--- src/rtl/core/natua_pkg.sv ---
`timescale 1ns / 1ps
package natua_pkg;

  localparam int TABLE_ENTRIES = 256;
  localparam int COORD_W       = 20;
  localparam int IDX_W         = 8;
  localparam int CNT_W         = 9;
  localparam int SCAN_W        = $clog2(TABLE_ENTRIES + 1);
  localparam int ABS_W         = COORD_W + 1;
  localparam int SQ_W          = 2 * ABS_W;
  localparam int DIST_W        = SQ_W + 1;
  localparam int ADDR_W        = 3;
  localparam int DATA_W        = 32;
  localparam int INDEX_LIMIT   = 256;
  localparam int SCAN_LIMIT    = (TABLE_ENTRIES < INDEX_LIMIT) ? TABLE_ENTRIES : INDEX_LIMIT;

  localparam logic KIND_LOAD  = 1'b0;
  localparam logic KIND_QUERY = 1'b1;

  localparam logic REG_ENTRIES_IN_USE = 1'b0;

  typedef struct packed {
    logic signed [COORD_W-1:0] x;
    logic signed [COORD_W-1:0] y;
  } coord_t;

  typedef struct packed {
    logic             have;
    logic [IDX_W-1:0] idx;
  } best_t;

  typedef enum logic [1:0] {
    ST_IDLE,
    ST_SCAN,
    ST_DRAIN,
    ST_DONE
  } state_t;

endpackage

--- src/rtl/core/natua_cell.sv ---
`timescale 1ns / 1ps
module natua_cell
  import natua_pkg::*;
(
  input  logic   clk,
  input  logic   rst_n,
  input  logic   load_en,
  input  coord_t load_pos,
  input  logic   load_taken,
  input  logic   shift_en,
  input  coord_t prev_pos,
  input  logic   prev_taken,
  input  logic   set_taken,
  output coord_t pos,
  output logic   taken
);

  coord_t pos_r;
  logic   taken_r;

  // coordinates carry no reset
  always_ff @(posedge clk) begin
    if (load_en) begin
      pos_r <= load_pos;
    end else if (shift_en) begin
      pos_r <= prev_pos;
    end
  end

  always_ff @(posedge clk) begin
    if (!rst_n) begin
      taken_r <= 1'b0;
    end else if (load_en) begin
      taken_r <= load_taken;
    end else if (shift_en) begin
      taken_r <= prev_taken;
    end else if (set_taken) begin
      taken_r <= 1'b1;
    end
  end

  assign pos   = pos_r;
  assign taken = taken_r;

endmodule

--- config.mk ---
export PLATFORM = sky130hd
export DESIGN_NAME = natua_cell
export DESIGN_NICKNAME = d
export VERILOG_FILES = /design/src/rtl/core/natua_pkg.sv /design/src/rtl/core/natua_cell.sv
export SDC_FILE = /design/constraint.sdc
export NUM_CORES = 1
export LEC_CHECK = 0
export BUFFER_PORTS_ARGS = -buffer_cell sky130_fd_sc_hd__buf_4
export CAP_MARGIN = 10
export CORE_UTILIZATION = 40
export CTS_CLUSTER_DIAMETER = 60
export DETAILED_ROUTE_END_ITERATION = 10
export GPL_ROUTABILITY_DRIVEN = 0
export GPL_TIMING_DRIVEN = 1
export PLACE_DENSITY_LB_ADDON = 0.15
export SLEW_MARGIN = 10
export SYNTH_ARGS = -nofsm -noshare
export SYNTH_HDL_FRONTEND = slang
export SYNTH_SLANG_ARGS = --single-unit
export TNS_END_PERCENT = 5
--- constraint.sdc ---
create_clock -name clk -period 1.6 [get_ports clk]
set_input_delay 0.16 -clock clk [delete_from_list [all_inputs] [get_ports clk]]
set_output_delay 0.16 -clock clk [all_outputs]
set_load 0.02 [all_outputs]
### Word level (Yosys, flattened, before mapping)

Index checks and enable logic that the tools add are counted.

* register bits after elaboration: 41
* output and inout bits: 41
* input bits: 87

* reductions and logical operators: 2
* mux-type cells: 5

Operators with widths (count)
* $mux 40: 2
* $mux 1: 3
* $reduce_bool 3->1: 1
* $reduce_bool 2->1: 1

### Depth between registers and ports, before layout

* word-level depth: 3
* mapped depth: 4

### Worst setup path after synthesis

OpenSTA, ideal clock, no wires.

* path kind: in2reg
* start point: input load_en
* end point: register pos_r (netlist bit pos[0]) (enable)
* required time: 1220 ps
* stages on the path: 3
* path slack: 255 ps
* data arrival time: 966 ps
* path through: buf_6 -> buf_6 -> or2_2

* cells in the longest elaborated chain, start to end: 1

RTL lines
* start: declaration: RTL line natua_cell.sv:7 `input logic load_en,`
* $reduce_bool 2->1 (no source line)
* end signal: assignment: RTL line natua_cell.sv:24 `pos_r <= load_pos;`
* end signal: assignment: RTL line natua_cell.sv:26 `pos_r <= prev_pos;`
* end: declaration: RTL line natua_cell.sv:18 `coord_t pos_r;`

No other way between the ends.
A chain may end at the register's enable or synchronous reset.

### Worst setup path after layout

* start point: input load_en
* end point: register pos_r (netlist bit pos[18]) (enable)

Same word-level chain as after synthesis.

==> impl_metrics.csv <==
group,metric,value,unit
detailed_routing,final_antenna_net_count,0,
grt,global_route_total_usage_across_every_layer,16.30,%
detailed_routing,via_count,1296,
cells_and_area,layout.cells.most_common,"buf_4",
pwr,power.density_cell_area,910.0,mW/mm^2
floorplan,rows,23,
critical_path,regToRegEndpoint,"taken$_SDFFE_PN0P_",
critical_path,worstSetupStartpoint,"load_en",
sta,finalSetupTns,0,ns
pwr,vdd_ir_drop_max,0.5387,mV
synthesis,syn-mean-instance-area,19.24,sq um
grt,grt_pass1_wl,5.326,mm
detailed_routing,routed_via_density,4.730,
sta,slew-limit-headroom,65.27,%
sta,hold-worst-slack,0.1159,ns
flow_run,maxCapViolCount,0,
sta,max_slew.worst_pin.slew,0.5209,ns
grt,globalRouteOverflowTotal,0,
synthesis,area_fraction_in_and_or_nand_and_nor_cells_after_synthesis,1.272,%
synthesis,synthMuxAreaShare,25.44,%
synthesis,synth_cells,92,
critical_path,cp_slowest_stage_delay,0.43,ns
cells_and_area,seqCellArea,0.001221,sq mm
detailed_routing,first_pass_iters,4,
pwr,total_leakage_power,0.001260,uW
detailed_routing,dr_wl_met2,2.177,mm
sta,post-route-min-period,1.070,ns
detailed_routing,routed_wirelength,3.941,mm
synthesis,ys_seq_elements,41,
clock_network,cts_max_path_buffers,2,
clock_network,post_cts.resized_instances,0,
synthesis,synthesis.area,0.001770,sq mm
sta,rsz_0062_raised_after_global_routing,"no",
cells_and_area,final_net_count,310,
placed_design,numPlacedInstances,266,
synthesis,post-synth-top-area-fraction,67.84,%
cells_and_area,multiInputGateArea,489.2,sq um
clock_network,postCtsSetupRepairBufs,0,
cells_and_area,layoutNonFillerInstCount,274,
critical_path,setup.reg_to_reg.worst_slack,0.84,ns
floorplan,die_height,68.53,um
sta,finalHoldViolCount,0,
critical_path,worstPathRequired,1.58,ns
sta,finClkSkew,0,ns
critical_path,timing.critical_path.arrival,1.05,ns
pwr,totalPowerFinal,2583,uW
detailed_routing,wl_per_cell,14.38,um
outcome,status,"finished, final reports clean",
clock_network,numClockSinks,41,
sta,timing.final.crit_share,66.91,%
critical_path,cpMaxStageDelayCell,"buf_4",
cells_and_area,insertedDiodeCount,0,
detailed_routing,drt_first_iter_violations,42,
clock_network,tritoncts,"done",
worst_hold_path,hold_path_depth,3,
synthesis,post_synth_main_area_contributors,"edfxtp_1, mux2_2, buf_6",
clock_network,clock_tree.htree_level_count,2,
cells_and_area,final_layout_size_suffix_gt1_share,79.02,%
synthesis,ys.warnings.count,0,
critical_path,criticalPathCategory,"in -> reg",
floorplan,floorplan.initialDensity,43.02,%
sta,finalSetupViolations,0,
critical_path,critPathCaptureType,"flip-flop",
grt,grt_antenna_before_repair,0,
clock_network,clkLatencyLatePin,0.28,ns
critical_path,path_max_fanout,43,
clock_network,ctsRootBufferMaster,"clkbuf_8",
sta,maxClockFrequency,934.1,MHz
synthesis,mappedNetlistNets,179,
synthesis,synth_compound_area_share,0.9187,%
grt,grt_max_degree,44,
critical_path,worstRegToRegCells,2,
synthesis,synth-xor-area-share,0,%
critical_path,critPathLaunchType,"primary input",
critical_path,critical_path.top_delay_family,"buffers and inverters",
placed_design,port_buffers,127,
worst_hold_path,hold_path_class,"in -> reg",
cells_and_area,area_growth,60.35,%
detailed_routing,met3_length,439,um
floorplan,design.die.area,0.004696,sq mm
worst_hold_path,hold_path_end,"taken$_SDFFE_PN0P_",
cells_and_area,fillers,287,
synthesis,yosys.area.top_type,"edfxtp_1",
synthesis,ys_seq_area_share,68.98,%
detailed_routing,drc,0,
clock_network,tritoncts.num_buffers,5,
synthesis,synth_top_family_by_area,"multiplexers",
floorplan,chipWidth,68.53,um
clock_network,path_clk_slew,0.07,ns
critical_path,critical_path_buf_inv_count,2,
grt,first_global_vias,1260,
synthesis,synth_fa_ha_area_share,0,%
worst_hold_path,worstHoldStart,"load_taken",
cells_and_area,most_used_cells_in_the_layout_excluding_fill_and_tap_cells,"buf_4, mux2_2, edfxtp_1",
sta,drv_slew,0,
clock_network,cts_hold_fix_bufs,0,
floorplan,pin_count,128,
detailed_routing,highest_layer,"met4",
synthesis,ys_types,10,
floorplan,core,0.004115,sq mm
cells_and_area,fin_util,68.99,%
critical_path,timing.critical_path.cells,"buf_4, or2_2, buf_12",
critical_path,rr_startpoint,"taken$_SDFFE_PN0P_",
detailed_routing,wl_met1,1.262,mm
area by class of cell:
cell class / count / area share, %
flip-flops and latches: 41 / 43.01
repair buffers: 129 / 34.55
well taps: 50 / 2.204
clock buffers: 5 / 2.424
inverters: 1 / 0.1322
clock inverters: 3 / 0.4407
multi-input cells: 45 / 17.23
registers in the layout (all words and copies together), names as in the netlist:
register,flops
taken,1
pos,40
worst register-to-register path, cell delays in order, from the launching register on:
cell	delay, ns
dfxtp_1	0.31
nor3_1	0.22
o41ai_2	0.10
where the power goes:
part | total, uW | leakage, uW | internal [uW] | switching [uW]
clock | 608 | 0.0000430 | 293 | 315
sequential | 1350 | 0.000416 | 1310 | 32.2
combinational | 630 | 0.000801 | 349 | 281
total | 2580 | 0.00126 | 1960 | 628
per-stage QoR:
step	cell area (sq um)	worst slack [ns]
3_3_place_gp	2758	0.2644
5_1_grt	2839	0.4524
6_report	2839	0.5295
3_5_place_dp	2758	0.2014
4_1_cts	2839	0.5108
2_1_floorplan	1770	0.2546
how the worst max path moves through the flow:
| stage | cells after the start | slack [ns] | endpoint |
|---|---|---|---|
| 2_1_floorplan | 3 | 0.25 | pos[0]$_DFFE_PP_ |
| 3_3_place_gp | 3 | 0.26 | pos[26]$_DFFE_PP_ |
| 3_5_place_dp | 3 | 0.20 | pos[25]$_DFFE_PP_ |
| 4_1_cts | 3 | 0.51 | pos[25]$_DFFE_PP_ |
| 5_1_grt | 3 | 0.45 | pos[26]$_DFFE_PP_ |
| 6_report | 3 | 0.53 | pos[18]$_DFFE_PP_ |
cells in the mapped netlist (all sizes together):
| master | n |
|---|---|
| edfxtp | 40 |
| o41ai | 1 |
| inv | 1 |
| nor2b | 1 |
| dfxtp | 1 |
| mux2 | 40 |
| nand3 | 1 |
| nor3 | 1 |
| or2 | 1 |
| buf | 5 |
logic make-up (layout without fill, tap and decap cells):
logic type	after synthesis	count (layout)
muxes	40	40
DFF	41	41
and+or+nand+nor	4	4
AOI/OAI and AO/OA	1	1
buffers and inverters	6	138
per-layer routing:
metal	up-vias	global-route usage, %
met5	-	0
met4	0	6.771
met3	6	6.086
met2	76	30.39
met1	597	15.96
li1	617	-
Note: power is estimated with default switching activity, not from simulation.
