## config.mk

```make
export PLATFORM = sky130hd
export DESIGN_NAME = natua_dist
export DESIGN_NICKNAME = d
export VERILOG_FILES = /design/src/rtl/core/natua_pkg.sv /design/src/rtl/core/natua_dist.sv
export SDC_FILE = /design/constraint.sdc
export NUM_CORES = 2
export LEC_CHECK = 0
export ABC_AREA = 1
export BUFFER_PORTS_ARGS = -buffer_cell sky130_fd_sc_hd__buf_2
export CORE_MARGIN = 2
export CORE_UTILIZATION = 35
export DETAILED_ROUTE_END_ITERATION = 12
export PLACE_DENSITY = 0.48
export SLEW_MARGIN = 20
export SYNTH_ARGS = -nofsm -noshare
export SYNTH_HDL_FRONTEND = slang
export SYNTH_SLANG_ARGS = --single-unit
export TNS_END_PERCENT = 1
```

## constraint.sdc

```tcl
create_clock -name clk -period 8.2 [get_ports clk]
set_clock_uncertainty 0.1 [all_clocks]
set_input_delay 0.82 -clock clk [delete_from_list [all_inputs] [get_ports clk]]
set_output_delay 0.82 -clock clk [all_outputs]
set_load 0.05 [all_outputs]
```

## src/rtl/core/natua_pkg.sv

```systemverilog
`timescale 1ns / 1ps
package natua_pkg;

  localparam int TABLE_ENTRIES = 256;
  localparam int COORD_W       = 20;
  localparam int IDX_W         = 8;
  localparam int CNT_W         = 9;
  localparam int SCAN_W        = $clog2(TABLE_ENTRIES + 1);
  localparam int ABS_W         = COORD_W + 1;
  localparam int SQ_W          = 2 * ABS_W;
  localparam int DIST_W        = SQ_W + 1;
  localparam int ADDR_W        = 3;
  localparam int DATA_W        = 32;
  localparam int INDEX_LIMIT   = 256;
  localparam int SCAN_LIMIT    = (TABLE_ENTRIES < INDEX_LIMIT) ? TABLE_ENTRIES : INDEX_LIMIT;

  localparam logic KIND_LOAD  = 1'b0;
  localparam logic KIND_QUERY = 1'b1;

  localparam logic REG_ENTRIES_IN_USE = 1'b0;

  typedef struct packed {
    logic signed [COORD_W-1:0] x;
    logic signed [COORD_W-1:0] y;
  } coord_t;

  typedef struct packed {
    logic             have;
    logic [IDX_W-1:0] idx;
  } best_t;

  typedef enum logic [1:0] {
    ST_IDLE,
    ST_SCAN,
    ST_DRAIN,
    ST_DONE
  } state_t;

endpackage

```

## src/rtl/core/natua_dist.sv

```systemverilog
`timescale 1ns / 1ps
module natua_dist
  import natua_pkg::*;
(
  input  logic             clk,
  input  logic             rst_n,
  input  logic             clr,
  input  logic             issue_vld,
  input  logic [IDX_W-1:0] issue_idx,
  input  coord_t           target,
  input  coord_t           head,
  output best_t            best
);

  logic                    a_vld_r;
  logic [IDX_W-1:0]        a_idx_r;
  logic [ABS_W-1:0]        a_dx_r, a_dy_r;
  logic                    b_vld_r;
  logic [IDX_W-1:0]        b_idx_r;
  logic [SQ_W-1:0]         b_sx_r, b_sy_r;
  logic                    have_r;
  logic [IDX_W-1:0]        best_idx_r;
  logic [DIST_W-1:0]       best_d_r;

  logic signed [ABS_W-1:0] dx, dy;
  logic [ABS_W-1:0]        adx, ady;
  logic [DIST_W-1:0]       sum;

  always_comb begin
    dx  = ABS_W'(head.x) - ABS_W'(target.x);
    dy  = ABS_W'(head.y) - ABS_W'(target.y);
    adx = dx[ABS_W-1] ? ABS_W'(-dx) : ABS_W'(dx);
    ady = dy[ABS_W-1] ? ABS_W'(-dy) : ABS_W'(dy);
    sum = DIST_W'(b_sx_r) + DIST_W'(b_sy_r);
  end

  always_ff @(posedge clk) begin
    a_idx_r <= issue_idx;
    a_dx_r  <= adx;
    a_dy_r  <= ady;
    b_idx_r <= a_idx_r;
    b_sx_r  <= a_dx_r * a_dx_r;
    b_sy_r  <= a_dy_r * a_dy_r;
  end

  always_ff @(posedge clk) begin
    if (!rst_n || clr) begin
      a_vld_r <= 1'b0;
      b_vld_r <= 1'b0;
      have_r  <= 1'b0;
    end else begin
      a_vld_r <= issue_vld;
      b_vld_r <= a_vld_r;
      // first strict minimum wins
      if (b_vld_r && (!have_r || sum < best_d_r)) begin
        have_r <= 1'b1;
      end
    end
  end

  always_ff @(posedge clk) begin
    if (b_vld_r && (!have_r || sum < best_d_r)) begin
      best_idx_r <= b_idx_r;
      best_d_r   <= sum;
    end
  end

  assign best.have = have_r;
  assign best.idx  = have_r ? best_idx_r : '0;

endmodule

```

After elaboration in Yosys (flattened, before gate mapping)
Cells that the tools add are included.

Register bits: 196. Output and inout port bits: 9. Input bits: 92.

$mul: 2. Mux-type cells: 3. Reductions and logical operators: 5. Magnitude comparators: 1. $add $sub $neg: 5.

Operators with widths (count): multiplier 21 x 21 -> 42 bit (2); adder 42 x 42 -> 43 bit (1); < comparator 43 bit (1); negator 21 bit (2); subtractor 20 x 20 -> 21 bit (2); 2-to-1 mux 20 bit (2); 2-to-1 mux 8 bit (1); zero test 1 bit (2); logical OR 1 bit (2); logical AND 1 bit (1).

Longest topological paths before layout
Depth after elaboration: 4. Depth in mapped cells: 27. Mapped depth without buffers: 26.

Worst setup path before layout
Ideal clock, no wire load.

Path type: reg-to-reg. From: register a_dy_r[6]. To: register b_sy_r[28]. Path buffers: 2. Path slack: 2008 ps. Stages on the path, launching flop included: 24. Arrival time: 6020 ps. Data required time: 8028 ps. Cell sequence: dfxtp_1 -> clkbuf_1 -> clkbuf_1 -> nand2_1 -> fa_1 -> inv_1 -> fa_1 -> inv_1 -> fa_1 -> inv_1 -> fa_1 -> fa_1 -> fa_1 -> inv_1 -> fa_1 -> inv_1 -> ha_1 -> nand2_1 -> nor2_1 -> inv_1 -> nor4_1 -> a21oi_1 -> o21bai_1 -> xor2_1.

Longest elaborated chain between the ends: 1.

RTL lines: start: declaration (line natua_dist.sv:17) `logic [ABS_W-1:0] a_dx_r, a_dy_r;`; start signal: assignment (line natua_dist.sv:40) `a_dy_r <= ady;`; multiplier 21 x 21 -> 42 bit (line natua_dist.sv:43) `b_sy_r <= a_dy_r * a_dy_r;`; end signal: assignment (line natua_dist.sv:43); end: declaration (line natua_dist.sv:20) `logic [SQ_W-1:0] b_sx_r, b_sy_r;`.

No other way between the ends. A chain may end at the register's enable or synchronous reset.

Worst setup path in the final report
From: register a_dy_r[7]. To: register b_sy_r[24].

Same word-level chain as after synthesis.

==> metrics.txt <==
starting DRC count in detailed routing 1,722; remaining routing DRC violations 0; proportion of register bits with asynchronous set or reset after synthesis 0%; mean routed wirelength per cell 15.5 um; clock-pin slew on the worst setup and hold paths 0.07 ns; die span in x 336 um; worst setup slack for register-to-register paths 1.23 ns; Std-Cell Rows 121; count of buffers inserted at the top-level ports 100; # Post-CTS Setup Buffers 0; final antenna-violating net count 0; Max Transition Viols Final 0; most common cell in the netlist sky130_fd_sc_hd__inv_1; Final Hold Vio Count 0; count of different cell masters after synthesis 48; cts bufs inserted 17; number of global-route vias before repair 31,100; Core Footprint 0.109 sq mm; synthesized netlist cell count 4,995; depth of the CTS H-tree 4; First-pass DRT Iterations 5; Synth Register Bits 194; type of origin of the critical path flip-flop; slew at the pin closest to its max-slew limit 1.09 ns; Worst setup EP type flip-flop; mean post-synth cell area 7.71 sq um; library cell with the largest summed area after synthesis sky130_fd_sc_hd__fa_1; outcome finished, final reports clean; most area-consuming cells after synthesis sky130_fd_sc_hd__fa_1 32%, sky130_fd_sc_hd__ha_1 14%, sky130_fd_sc_hd__inv_1 14%, sky130_fd_sc_hd__nand2_1 11%, sky130_fd_sc_hd__dfxtp_1 7.4%; Layout Nets 6,205; growth of design area from synthesis to finish 7.15%; vias after detailed routing 29,800; cell area after placement 0.0407 sq mm; Boundary Pins 101; number of vias per cell after detailed routing 4.59; first-pass GRT wire length 166,000 um; CTS tree built; pin count of the biggest net entering global routing 44; Max Fanout on Critical Path 22; number of warning messages in the yosys log 0; Max Fclk 0.143 GHz; final worst-path cycle share 85.0%; register area share after synthesis 11.4%; worst endpoint required time 8.49 ns; total clock sinks 194; Final Hold Slack 0.229 ns; GPL Wtd Cong 0.918; top-area cell type share of the netlist area 32.4%; Finished Cell Area 0.0412 sq mm; unrepaired setup endpoints after global routing false; Max-Cap Viols 0; count of flip-flops with a built-in enable after synthesis 51; Synth Net Count 6,142; overall fraction of global-route tracks in use 18.6%; Tightest Hold Check Type reg -> reg; minimum clock period 6.97 ns; antenna violations before repair 0; Max transition margin 27.0%; total of hold buffers inserted after clock tree synthesis 0; endpoint arrival time on the critical path 7.26 ns; dpl hpwl 87,200 um; commonest cells in the synthesized netlist 1,404 x sky130_fd_sc_hd__inv_1, 1,092 x sky130_fd_sc_hd__nand2_1, 622 x sky130_fd_sc_hd__fa_1; Synth Flop Type sky130_fd_sc_hd__dfxtp_1; number of antenna cells inserted 0; type of the worst setup path reg -> reg; final setup fails 0; ratio of cells with drive above 1 in the final layout 4.85%; area of the die 0.113 sq mm; summed negative setup slack over all endpoints 0 ns; total routed wirelength 100,000 um; clock tree buffer depth 2; clock tree root buffer cell sky130_fd_sc_hd__clkbuf_16; Filler Cell Count 11,600; die height 336 um; clk_lat worst skew 0.51 ns; starting density of the core 35.3%; number of gates given a new drive strength after cts 0; post-synthesis cell area 0.0385 sq mm; overflow left after global routing 0
-- worst max-delay path, stage by stage, from the launching register on --
cell and delay, ns:
sky130_fd_sc_hd__dfxtp_1 1.04, sky130_fd_sc_hd__nand2_1 0.28, sky130_fd_sc_hd__fa_1 0.59, sky130_fd_sc_hd__inv_1 0.05, sky130_fd_sc_hd__fa_1 0.49, sky130_fd_sc_hd__inv_1 0.06, sky130_fd_sc_hd__fa_1 0.52, sky130_fd_sc_hd__inv_1 0.05
sky130_fd_sc_hd__fa_1 0.49, sky130_fd_sc_hd__fa_1 0.44, sky130_fd_sc_hd__fa_1 0.50, sky130_fd_sc_hd__inv_1 0.05, sky130_fd_sc_hd__fa_1 0.47, sky130_fd_sc_hd__inv_1 0.04, sky130_fd_sc_hd__ha_1 0.35, sky130_fd_sc_hd__nand2_1 0.13
sky130_fd_sc_hd__nor2_1 0.21, sky130_fd_sc_hd__inv_1 0.10, sky130_fd_sc_hd__nor4_1 0.37, sky130_fd_sc_hd__a21oi_1 0.20, sky130_fd_sc_hd__xnor2_1 0.33
-- cell families (layout without fill, tap and decap cells) --
kind of cell	after synthesis	after routing	share of synthesized area, %
buffers and inverters	1510	1586	14.8
AOI/OAI and AO/OA	402	402	5.80
and+or+nand+nor	1674	1674	17.9
DFF	194	194	11.4
xor gates and xnor gates	160	160	3.64
adders and majority gates	1055	1055	46.4
-- flip-flops by register name, indices dropped and copies added (netlist names), 8 cells and up --
register,flops
best_d_r,43
b_sx_r,41
b_sy_r,41
a_dx_r,21
a_dy_r,21
a_idx_r,8
b_idx_r,8
best_idx_r,8
-- cell type report --
type                    instances  area [sq um]  area share [%]
multi-input cells            3291         28400            68.9
inverters                    1419          5330            12.9
flip-flops and latches        194          4400            10.7
well taps                    1414          1770            4.29
repair buffers                135           763            1.85
clock buffers                  20           457            1.11
clock inverters                12           113           0.273
-- path summary, 6_finish.rpt --
check / from / endpoint / cells past startpoint
max reg2reg: a_dy_r[7]$_DFF_P_ / b_sy_r[24]$_DFF_P_ / 20
max: a_dy_r[7]$_DFF_P_ / b_sy_r[24]$_DFF_P_ / 20
min reg2reg: a_idx_r[2]$_DFF_P_ / b_idx_r[2]$_DFF_P_ / 0
min: a_idx_r[2]$_DFF_P_ / b_idx_r[2]$_DFF_P_ / 0
-- metrics by stage --
step	utilization, %	cells	setup slack (ns)
floorplan	-	4995	2.01
global placement	37.3	6453	1.25
detailed placement	37.3	6453	1.21
CTS	37.8	6485	1.17
global route	37.8	6485	0.782
finish	37.8	6485	1.23
-- metal layers --
metal  vias to the layer above  track usage [%]  wire length, um  share of wire [%]
met5                         -                0                0                  0
met4                         0             3.89             1490                1.5
met3                        62             1.74             3590                3.6
met2                       556             30.1            45000                 45
met1                     14200             27.0            50100                 50
li1                      15000                -                -                  -
-- cell usage in the layout (no fill, tap or decap), types with 3 or more instances in the layout --
cell type and instances:
sky130_fd_sc_hd__dfxtp_1 142, sky130_fd_sc_hd__inv_6 4, sky130_fd_sc_hd__inv_1 1404, sky130_fd_sc_hd__fa_1 622
sky130_fd_sc_hd__a21oi_1 205, sky130_fd_sc_hd__nand3_2 4, sky130_fd_sc_hd__nor4_1 12, sky130_fd_sc_hd__and2_1 6
sky130_fd_sc_hd__a21o_1 19, sky130_fd_sc_hd__inv_8 3, sky130_fd_sc_hd__o21ai_1 6, sky130_fd_sc_hd__o211ai_1 3
sky130_fd_sc_hd__edfxtp_1 51, sky130_fd_sc_hd__buf_4 35, sky130_fd_sc_hd__xor2_1 112, sky130_fd_sc_hd__ha_1 433
sky130_fd_sc_hd__nor2_2 22, sky130_fd_sc_hd__inv_2 13, sky130_fd_sc_hd__a31oi_1 25, sky130_fd_sc_hd__o221ai_1 4
sky130_fd_sc_hd__or2_2 7, sky130_fd_sc_hd__buf_2 100, sky130_fd_sc_hd__nand2_2 21, sky130_fd_sc_hd__o21ai_0 96
sky130_fd_sc_hd__nand3b_1 10, sky130_fd_sc_hd__xnor2_1 48, sky130_fd_sc_hd__o21bai_1 14, sky130_fd_sc_hd__nand2_4 3
sky130_fd_sc_hd__nand3_1 142, sky130_fd_sc_hd__nand4_1 40, sky130_fd_sc_hd__and3_1 8, sky130_fd_sc_hd__a21boi_0 8
sky130_fd_sc_hd__nor2_1 274, sky130_fd_sc_hd__clkbuf_16 17, sky130_fd_sc_hd__o21a_1 11, sky130_fd_sc_hd__nor3_1 28
sky130_fd_sc_hd__nand2_1 1092
Power is left out: the tool's default activity adds up to more than one toggle a clock period on the data nets, which glitch-free logic cannot reach.
